File: src/rtl/rd12_pkg.sv
package rd12_pkg;

    localparam int IN_WIDTH_DEF       = 16;
    localparam int OUT_WIDTH_DEF      = 24;
    localparam int COEF_FRAC_BITS_DEF = 16;

    // headroom for the twelve-term sums and the sqrt(3) products
    localparam int GROWTH_BITS = 5;
    localparam int N_POINTS    = 12;

    // sqrt(3)/2 in Q32, rounded
    localparam logic [63:0] SQ3H_Q32 = 64'd3719550787;

    localparam int SCALE_SQ3H = 1;
    localparam int SCALE_SQ3  = 2;

    // sqrt(3)/2 (scale_log2 = 1) or sqrt(3) (scale_log2 = 2) with frac_bits fraction bits
    function automatic logic [63:0] sq3_coef(input int frac_bits, input int scale_log2);
        logic [63:0] t;
        t = SQ3H_Q32 >> (32 - frac_bits - scale_log2);
        return (t + 64'd1) >> 1;
    endfunction

endpackage

File: src/rtl/rd12_cmul.sv
module rd12_cmul #(
    parameter int W          = 21,
    parameter int F          = rd12_pkg::COEF_FRAC_BITS_DEF,
    parameter int SCALE_LOG2 = rd12_pkg::SCALE_SQ3H
) (
    input  logic signed [W-1:0] x,
    output logic signed [W-1:0] y
);

    localparam int KW = F + 3;
    localparam int PW = W + KW;
    localparam logic signed [KW-1:0] K   = KW'(rd12_pkg::sq3_coef(F, SCALE_LOG2));
    localparam logic signed [PW-1:0] RND = PW'(1) << (F - 1);

    logic signed [PW-1:0] prod;

    assign prod = PW'(x) * PW'(K) + RND;
    assign y    = W'(prod >>> F);

endmodule

File: src/rtl/rd12_bwd.sv
module rd12_bwd #(
    parameter int W = 21,
    parameter int F = rd12_pkg::COEF_FRAC_BITS_DEF
) (
    input  logic signed [W-1:0] v [rd12_pkg::N_POINTS],
    output logic signed [W-1:0] r [rd12_pkg::N_POINTS]
);

    logic signed [W-1:0] a0, a1, a2, a3, a4, a5, a6, a7, a8, a9, a10, a11;
    logic signed [W-1:0] a12, a13, a14, a15, a18, a19, a22, a23, a24, a25, a26;
    logic signed [W-1:0] a30, a31, a32, a33, a34, a35;
    logic signed [W-1:0] s36, d36, s97, d97;

    assign a0  = v[0] + v[11];
    assign a1  = v[0] - v[11];
    assign a2  = v[1] + v[9];
    assign a3  = v[1] - v[9];
    assign a4  = v[3] + v[7];
    assign a5  = v[3] - v[7];
    assign a6  = v[4] + v[8];
    assign a7  = v[4] - v[8];
    assign a8  = v[10] + v[2];
    assign a9  = v[10] - v[2];
    assign a10 = v[5] <<< 1;
    assign a11 = v[6] <<< 1;
    assign a12 = a2 + a4;
    assign a13 = a0 + a10;
    assign a14 = a0 - a10;
    assign a15 = a12 <<< 1;
    assign s36 = a3 + a6;
    assign d36 = a3 - a6;
    assign s97 = a9 + a7;
    assign d97 = a9 - a7;

    rd12_cmul #(.W(W), .F(F), .SCALE_LOG2(rd12_pkg::SCALE_SQ3)) u_m18 (.x(s36), .y(a18));
    rd12_cmul #(.W(W), .F(F), .SCALE_LOG2(rd12_pkg::SCALE_SQ3)) u_m19 (.x(d36), .y(a19));
    rd12_cmul #(.W(W), .F(F), .SCALE_LOG2(rd12_pkg::SCALE_SQ3)) u_m22 (.x(s97), .y(a22));
    rd12_cmul #(.W(W), .F(F), .SCALE_LOG2(rd12_pkg::SCALE_SQ3)) u_m23 (.x(d97), .y(a23));

    assign a24 = a5 + a8;
    assign a25 = a5 - a8;
    assign a26 = a2 - a4;
    assign a30 = a1 - a11;
    assign a31 = a1 + a11;
    assign a32 = a25 + a30;
    assign a33 = a31 + a24;
    assign a34 = a13 - a12;
    assign a35 = a14 + a26;

    assign r[0]  = a13 + a15;
    assign r[1]  = a19 + a32;
    assign r[2]  = a23 + a35;
    assign r[3]  = a31 - (a24 <<< 1);
    assign r[4]  = a34 + a22;
    assign r[5]  = a32 - a19;
    assign r[6]  = a14 - (a26 <<< 1);
    assign r[7]  = a33 - a18;
    assign r[8]  = a34 - a22;
    assign r[9]  = a30 - (a25 <<< 1);
    assign r[10] = a35 - a23;
    assign r[11] = a33 + a18;

endmodule

File: config.mk
export PLATFORM = sky130hd
export DESIGN_NAME = rd12_bwd
export DESIGN_NICKNAME = d
export VERILOG_FILES = /design/src/rtl/rd12_pkg.sv /design/src/rtl/rd12_cmul.sv /design/src/rtl/rd12_bwd.sv
export SDC_FILE = /design/constraint.sdc
export NUM_CORES = 2
export LEC_CHECK = 0
export CELL_PAD_IN_SITES_DETAIL_PLACEMENT = 1
export CELL_PAD_IN_SITES_GLOBAL_PLACEMENT = 1
export CORE_MARGIN = 2
export CORE_UTILIZATION = 40
export DETAILED_ROUTE_END_ITERATION = 8
export DONT_BUFFER_PORTS = 1
export GPL_TIMING_DRIVEN = 1
export PLACE_DENSITY = 0.73
export SETUP_SLACK_MARGIN = 0.2
export SLEW_MARGIN = 30
export SYNTH_ARGS = -nofsm -noshare
export SYNTH_HDL_FRONTEND = slang
export SYNTH_SLANG_ARGS = --single-unit
File: constraint.sdc
create_clock -name vclk -period 41
set_input_delay 6.15 -clock vclk [all_inputs]
set_output_delay 6.15 -clock vclk [all_outputs]
set_load 0.005 [all_outputs]
==> metrics.md <==
| Metric | Value |
|---|---|
| Status | `complete, no violations` |
| Setup bufs post-CTS | `0` |
| Commonest cells after routing, fill and taps aside | `1768 x inv_1, 1209 x ha_1, 646 x fa_1` |
| Clock period minus worst slack | `26530 ps` |
| Fmax | `37.7 MHz` |
| Wire length per cell | `22.4 um` |
| Filler cells | `18770` |
| FF+latch area | `0 um^2` |
| Max-slew violations | `0` |
| Synth-to-Final Area Change | `3.45%` |
| GP Congestion | `about 0.95` |
| Hold path cells | `2` |
| Post-synth design cell area | `between 60000 and 70000 um^2` |
| Die W | `396 um` |
| 1st-pass router iterations | `5` |
| GRT overflow | `0` |
| Hold_buf cts | `0` |
| Starting density of the core | `40.4%` |
| Post-route DRC | `0` |
| Post-Syn Instances | `7853` |
| Largest net degree at the start of global routing | `16` |
| Seq/Total Area, Yosys | `0%` |
| Hold endpoint | `r[232]` |
| Most common cell on crit path | `inv_1` |
| Critical path's largest stage delay | `790 ps` |
| Core ar. | `152000 um^2` |
| Hold Path Class | `in -> out` |
| Worst EP arrival | `20380 ps` |
| FFs & Latches | `0` |
| Worst Setup End Kind | `output port` |
| Cts repair resizes | `0` |
| Vias per inst | `5.43` |
| Hold Crit Start | `v[126]` |
| Site row count | `about 140` |
| CP Launch Point | `v[191]` |
| Final wirelength | `219000 um` |
| Critical path buffer and inverter count | `7` |
| Hold_ws | `~13000 ps` |
| Post-layout nets | `9808` |
| RSZ-0062 raised after global routing | `no` |
| Period utilization | `64.7%` |
| Fin. Hold Viols | `0` |
| Commonest non-fill, non-tap cell in the layout | `inv_1` |
| Mapped Nets | `9960` |
| Routed Antenna Nets | `0` |
| Slew at the pin closest to its max-slew limit | `between 1000 and 1500 ps` |
| Worst Path Max Fanout | `10` |
| CLK BUF | `0` |
| Max-cap violation count | `0` |
| Initial antenna violation count | `15` |
| Endpoints failing setup | `0` |
| Starting DRT DRC Count | `2529` |
| Vias | `52892` |
| Die ar. | `157000 um^2` |
| Multi-input gate area | `54200 um^2` |
| Worst setup margin | `14470 ps` |
| Die Ht | `396 um` |
| Crit start category | `input pin` |
| Crit path required time | `34850 ps` |
| GRT Util Overall | `around 28%` |
| First-pass GRT wire length | `336000 um` |
| Cell at the slowest stage of the critical path | `or4b_2` |
| Hpwl dp | `202000 um` |
| Vias in the first global route | `roughly 57000` |
| Synth Warn # | `0` |
| CP top delay family | `compound AO/OA/AOI/OAI gates` |
| Synth cell types | `85` |
| Syn avg cell area | `7.82 um^2` |
| Slew margin rel. | `27.5%` |
| Worst Setup Path Type | `in -> out` |
| Layout cells sized above 1 | `1.25%` |
| I/O Pins | `504` |
| Dpl ws | `14660 ps` |
| Setup tns final | `0 ps` |
| Port bufs | `0` |
| Post-layout util | `about two fifths` |
-- per-stage QoR --
step           area (um^2)  cells
2_1_floorplan        61400   7853
6_report             63500   9742
5_1_grt              63500   9731
3_5_place_dp         63500   9729
3_3_place_gp         63400   9729
4_1_cts              63500   9729
-- layer usage --
metal	vias to the layer above	GRT usage, %	share of wire [%]
met5	-	0	0.040
met2	984	46.7	46
li1	25198	-	-
met3	178	5.55	6.7
met4	14	5.80	2.7
met1	26518	36.1	44
-- worst max-delay path by stage --
stage / slack (ps) / endpoint / cells after the start
final: 14470 / r[41] / 48
after global routing: 13520 / r[41] / 52
after CTS: 14570 / r[41] / 48
after detailed placement: 14660 / r[41] / 48
after global placement: 14950 / r[41] / 48
after floorplan: 17020 / r[41] / 53
-- logic make-up (layout without fill, tap and decap cells) --
| logic type | Yosys count | in the layout | share of synthesized area [%] |
|---|---|---|---|
| compound gates | 1621 | 1621 | 17.0 |
| other cells | 0 | 13 | 0 |
| simple gates | 1539 | 1539 | 12.2 |
| buf+inv | 1933 | 1779 | 11.9 |
| xor+xnor | 893 | 893 | 13.0 |
| mux | 12 | 12 | 0.198 |
| fa+ha+maj | 1855 | 1855 | 45.7 |
-- area by class of cell --
class / instances / area share, %
multi-input combinational: 5920 / 85.4
tap: 2030 / 4.00
inverter: 1768 / 10.5
timing repair buffer: 11 / 0.130
antenna: 13 / 0.0512
-- cells in the mapped netlist (all sizes together), types with 12 or more instances --
cell type,n,area (um^2)
xor2,265,2320
o21a,70,526
inv,1768,6640
o41ai,23,201
and3,59,374
or2,32,200
clkbuf,151,567
and2,36,225
o211ai,26,195
nand2b,88,551
ha,1209,15100
o21bai,148,1110
or3,57,357
a31oi,44,275
buf,14,90.1
a221oi,16,140
a21oi,552,2760
nor2b,83,519
xnor2,618,5420
nor3,163,821
a211oi,41,313
nor4,18,119
nand3b,12,90.1
o31ai,49,368
a211o,14,123
a41oi,16,140
a21o,150,1130
nand2,262,983
a21boi,47,353
o21ai,259,1300
or4,14,109
nand4,37,231
o31a,23,201
nor2,531,1990
a2111oi,21,184
o21ba,13,130
nand3,99,495
fa,646,12900
