**src/rtl/rd12_pkg.sv**
```systemverilog
package rd12_pkg;

    localparam int IN_WIDTH_DEF       = 16;
    localparam int OUT_WIDTH_DEF      = 24;
    localparam int COEF_FRAC_BITS_DEF = 16;

    // headroom for the twelve-term sums and the sqrt(3) products
    localparam int GROWTH_BITS = 5;
    localparam int N_POINTS    = 12;

    // sqrt(3)/2 in Q32, rounded
    localparam logic [63:0] SQ3H_Q32 = 64'd3719550787;

    localparam int SCALE_SQ3H = 1;
    localparam int SCALE_SQ3  = 2;

    // sqrt(3)/2 (scale_log2 = 1) or sqrt(3) (scale_log2 = 2) with frac_bits fraction bits
    function automatic logic [63:0] sq3_coef(input int frac_bits, input int scale_log2);
        logic [63:0] t;
        t = SQ3H_Q32 >> (32 - frac_bits - scale_log2);
        return (t + 64'd1) >> 1;
    endfunction

endpackage

```
**src/rtl/rd12_cmul.sv**
```systemverilog
module rd12_cmul #(
    parameter int W          = 21,
    parameter int F          = rd12_pkg::COEF_FRAC_BITS_DEF,
    parameter int SCALE_LOG2 = rd12_pkg::SCALE_SQ3H
) (
    input  logic signed [W-1:0] x,
    output logic signed [W-1:0] y
);

    localparam int KW = F + 3;
    localparam int PW = W + KW;
    localparam logic signed [KW-1:0] K   = KW'(rd12_pkg::sq3_coef(F, SCALE_LOG2));
    localparam logic signed [PW-1:0] RND = PW'(1) << (F - 1);

    logic signed [PW-1:0] prod;

    assign prod = PW'(x) * PW'(K) + RND;
    assign y    = W'(prod >>> F);

endmodule

```
**src/rtl/rd12_fwd.sv**
```systemverilog
module rd12_fwd #(
    parameter int W = 21,
    parameter int F = rd12_pkg::COEF_FRAC_BITS_DEF
) (
    input  logic signed [W-1:0] v [rd12_pkg::N_POINTS],
    output logic signed [W-1:0] r [rd12_pkg::N_POINTS]
);

    logic signed [W-1:0] a0, a1, a2, a3, a4, a5, a6, a7, a8, a9, a10, a11;
    logic signed [W-1:0] a12, a13, a14, a15, a16, a17, a18, a19, a20, a21;
    logic signed [W-1:0] a24, a25, a26, a27, a28, a29, a30, a33, p28, p29;

    assign a0  = v[11] + v[1];
    assign a1  = v[11] - v[1];
    assign a2  = v[5] + v[7];
    assign a3  = v[5] - v[7];
    assign a4  = v[0] + v[6];
    assign a5  = v[0] - v[6];
    assign a6  = v[10] + v[2];
    assign a7  = v[10] - v[2];
    assign a8  = v[4] + v[8];
    assign a9  = v[4] - v[8];
    assign a10 = v[9] + v[3];
    assign a11 = v[9] - v[3];
    assign a12 = a0 + a2;
    assign a13 = a0 - a2;
    assign a14 = a6 + a8;
    assign a15 = a6 - a8;
    assign a16 = a1 + a3;
    assign a17 = a1 - a3;
    assign a18 = a4 + a10;
    assign a19 = a4 - a10;
    assign a20 = a12 + a14;
    assign a21 = a12 - a14;
    assign a24 = a5 + (a15 >>> 1);
    assign a25 = (a17 >>> 1) + a11;
    assign a26 = a7 + a9;
    assign a27 = a7 - a9;
    assign a28 = a16 + a26;
    assign a29 = a16 - a26;

    rd12_cmul #(.W(W), .F(F), .SCALE_LOG2(rd12_pkg::SCALE_SQ3H)) u_m30 (.x(a13), .y(a30));
    rd12_cmul #(.W(W), .F(F), .SCALE_LOG2(rd12_pkg::SCALE_SQ3H)) u_m33 (.x(a27), .y(a33));
    rd12_cmul #(.W(W), .F(F), .SCALE_LOG2(rd12_pkg::SCALE_SQ3H)) u_m28 (.x(a28), .y(p28));
    rd12_cmul #(.W(W), .F(F), .SCALE_LOG2(rd12_pkg::SCALE_SQ3H)) u_m29 (.x(a29), .y(p29));

    assign r[0]  = a20 + a18;
    assign r[1]  = a24 + a30;
    assign r[2]  = a25 + a33;
    assign r[3]  = (a21 >>> 1) + a19;
    assign r[4]  = p28;
    assign r[5]  = a5 - a15;
    assign r[6]  = a17 - a11;
    assign r[7]  = a18 - (a20 >>> 1);
    assign r[8]  = p29;
    assign r[9]  = a24 - a30;
    assign r[10] = a25 - a33;
    assign r[11] = a19 - a21;

endmodule

```
**config.mk**
```make
export PLATFORM = sky130hd
export DESIGN_NAME = rd12_fwd
export DESIGN_NICKNAME = d
export VERILOG_FILES = /design/src/rtl/rd12_pkg.sv /design/src/rtl/rd12_cmul.sv /design/src/rtl/rd12_fwd.sv
export SDC_FILE = /design/constraint.sdc
export NUM_CORES = 2
export LEC_CHECK = 0
export ABC_AREA = 1
export BUFFER_PORTS_ARGS = -buffer_cell sky130_fd_sc_hd__buf_2
export CAP_MARGIN = 25
export CORE_MARGIN = 2
export CORE_UTILIZATION = 40
export DETAILED_ROUTE_END_ITERATION = 10
export GPL_TIMING_DRIVEN = 0
export PLACE_DENSITY = 0.67
export SYNTH_ARGS = -nofsm -noshare
export SYNTH_HDL_FRONTEND = slang
export SYNTH_SLANG_ARGS = --single-unit
export TNS_END_PERCENT = 30
```
**constraint.sdc**
```tcl
create_clock -name vclk -period 18.9
set_clock_uncertainty 0.15 [all_clocks]
set_input_delay 3.78 -clock vclk [all_inputs]
set_output_delay 3.78 -clock vclk [all_outputs]
set_load 0.005 [all_outputs]
```
==> results.md <==
- Outcome: completed
- Post-Synth XOR/XNOR Area: 10.8%
- Syn Area/Cell: 6.87 µm²
- Chip Height: 412 µm
- Unrepaired setup endpoints after global routing: true
- Crit path top cell by count: nand2_1
- Die X: 412 µm
- FF+latch area: 0 µm²
- Antenna violations before repair: 58
- 1st-iter DRT viols: 4,423
- Grt total ovfl: 0
- Initial DRT Pass Iterations: 6
- Largest net degree at the start of global routing: 13
- Data required, critical path: 14,970 ps
- # rows: 149
- Worst slew pin tran: 1010 ps
- Sequential cells: 0
- Worst Hold End: r[126]
- Core ar.: 165,000 µm²
- Share of the synthesized area in the top cell type: 22.7%
- Min Clock Period, post-route: 18,590 ps
- Critical Path AT: 14,660 ps
- Mapped Nets: 11,800
- Largest family of logic cells by synthesized area: adder cells
- Cell area after synthesis: 66,500 µm²
- Total GRT Usage: 26.6%
- Mapped Cells: 9,683
- Count of final setup violators: 0
- Fin crit share: 98.4%
- HP Start: v[105]
- Synth Area in Compound Gates: 13.7%
- Final setup margin: 308 ps
- Vias/cell: 5.12
- Critical path capture point type: primary output
- Fmax: 0.0538 GHz
- DR DRC count: 0
- I/O Pins: 504
- Leading cell types by count after synthesis: 2,441 x inv_1, 1,500 x nand2_1, 1,204 x ha_1, 857 x a21oi_1, 691 x xor2_1
- Total placed instance area: 71,800 µm²
- Hold Path Class: in -> out
- Fin area: 76,800 µm²
- Worst Hold Path Cells: 5
- Setup crit start kind: primary input
- Sequential share of the synthesized area: 0%
- Routability congestion estimate: 0.988
- Layout overhead on the synthesized area: 15.5%
- Number of max-cap violations: 0
- Most numerous cell in the Yosys netlist: inv_1
- Final Hold Vio Count: 0
- Cell taking the most area after synthesis: ha_1
- Vias: 64,100
- Routed wire length: 235 mm
- Yosys warning count: 0
- Maximum fanout along the worst path: 7
- Pins Over Slew Limit: 0
- Wire per inst: 18.8 µm
- Vias in the first global route: 63,000
- First-pass GRT wire length: 354 mm
- Slowest-stage cell, CP: fa_1
- Share of layout cells above drive strength 1: 13.7%
- Mux share of post-synthesis cell area: 0%
- Post-DP HPWL: 212 mm
- Setup CP Type: in -> out
- Die area: 169,000 µm²
- Fillers: 16,800
- Post-route ant nets: 0
- I/O Buffers: 504
- Clkbuf count: 0
- Final Net Count: 12,400
- Netlist cell types: 68
- Relative slew slack: 31.9%
- Main area contributors after synthesis: ha_1 23%, fa_1 20%, inv_1 14%
- Max stage delay on crit path: 560 ps
- Initial cell density of the core: 40.3%
- Worst slack, placed: -2100 ps
- Synth Area in Simple Gates: 17.6%
- Adder-Cell Fraction of Synth Area: 43.0%
==> critical path: cells and delay by family <==
kind            cells  cell delay [ps]
fa+ha+maj          10             4170
simple gates       24             3100
compound gates      9             1970
buf+inv            10             1120
xor+xnor            2              470
==> cell usage in the layout, fill, tap and decap left out, drive strengths merged, types with 71 or more instances in the layout <==
cell | netlist | final
nand2 | 1520 | 1520
clkbuf | 94 | 71
nand4 | 83 | 83
ha | 1204 | 1204
nor2 | 549 | 549
nand3 | 395 | 395
o21ai | 356 | 356
buf | 69 | 718
a31oi | 80 | 80
inv | 2464 | 2456
xor2 | 699 | 699
o21bai | 75 | 75
nor3 | 98 | 98
a21oi | 862 | 862
fa | 674 | 674
xnor2 | 112 | 112
==> worst max-delay path by stage <==
stage / start / slack, ps / cells after the start / end
final: v[85] / 310 / 55 / r[83]
after global placement: v[86] / -2090 / 54 / r[83]
after global routing: v[86] / -140 / 61 / r[59]
after CTS: v[191] / -50 / 62 / r[41]
after floorplan: v[212] / 1000 / 53 / r[165]
after detailed placement: v[128] / -2100 / 53 / r[83]
==> area by class of cell <==
class,count,area [µm²],share of cell area (%)
Tap cell,2189,2740,3.57
Inverter,2468,9300,12.1
Multi-Input combinational cell,7052,60400,78.6
Timing Repair Buffer,659,3730,4.85
Antenna cell,23,57.6,0.0749
Buffer,130,623,0.811
==> routing by layer <==
layer	share of wire (%)	track usage, %	vias up
met2	45	43.0	1784
met3	7.1	4.86	306
met1	44	35.8	30600
met5	0.12	0	-
li1	-	-	31400
met4	3.5	7.85	50
==> what timing repair did <==
item	in CTS	in global routing
endpoints found under the hold margin	0	0
buffers inserted	54	100
cloned	0	0
gates resized for setup	252	527
hold buffers	0	0
endpoints found under the setup margin	84	82
pin swaps	43	137
==> stage by stage <==
stage                     util, %  TNS (ps)  hold slack, ps  std cells
after detailed placement     43.5    -97530            8080      12400
after global placement       43.5    -87430            8060      12400
after global routing         46.5     -1290            8110      12500
after CTS                    44.5      -162            8080      12400
final                        46.5         0            8060      12500
after floorplan                 -         0            7710       9683
==> kinds of logic after synthesis <==
family                   after synthesis
AND/OR/NAND/NOR                     2746
XOR/XNOR                             811
adder cells (fa/ha/maj)             1878
buffers and inverters               2631
AO/OA/AOI/OAI                       1617
Power is not shown: default switching activity piles up to over one toggle a cycle in this logic, so the estimate is an artifact.
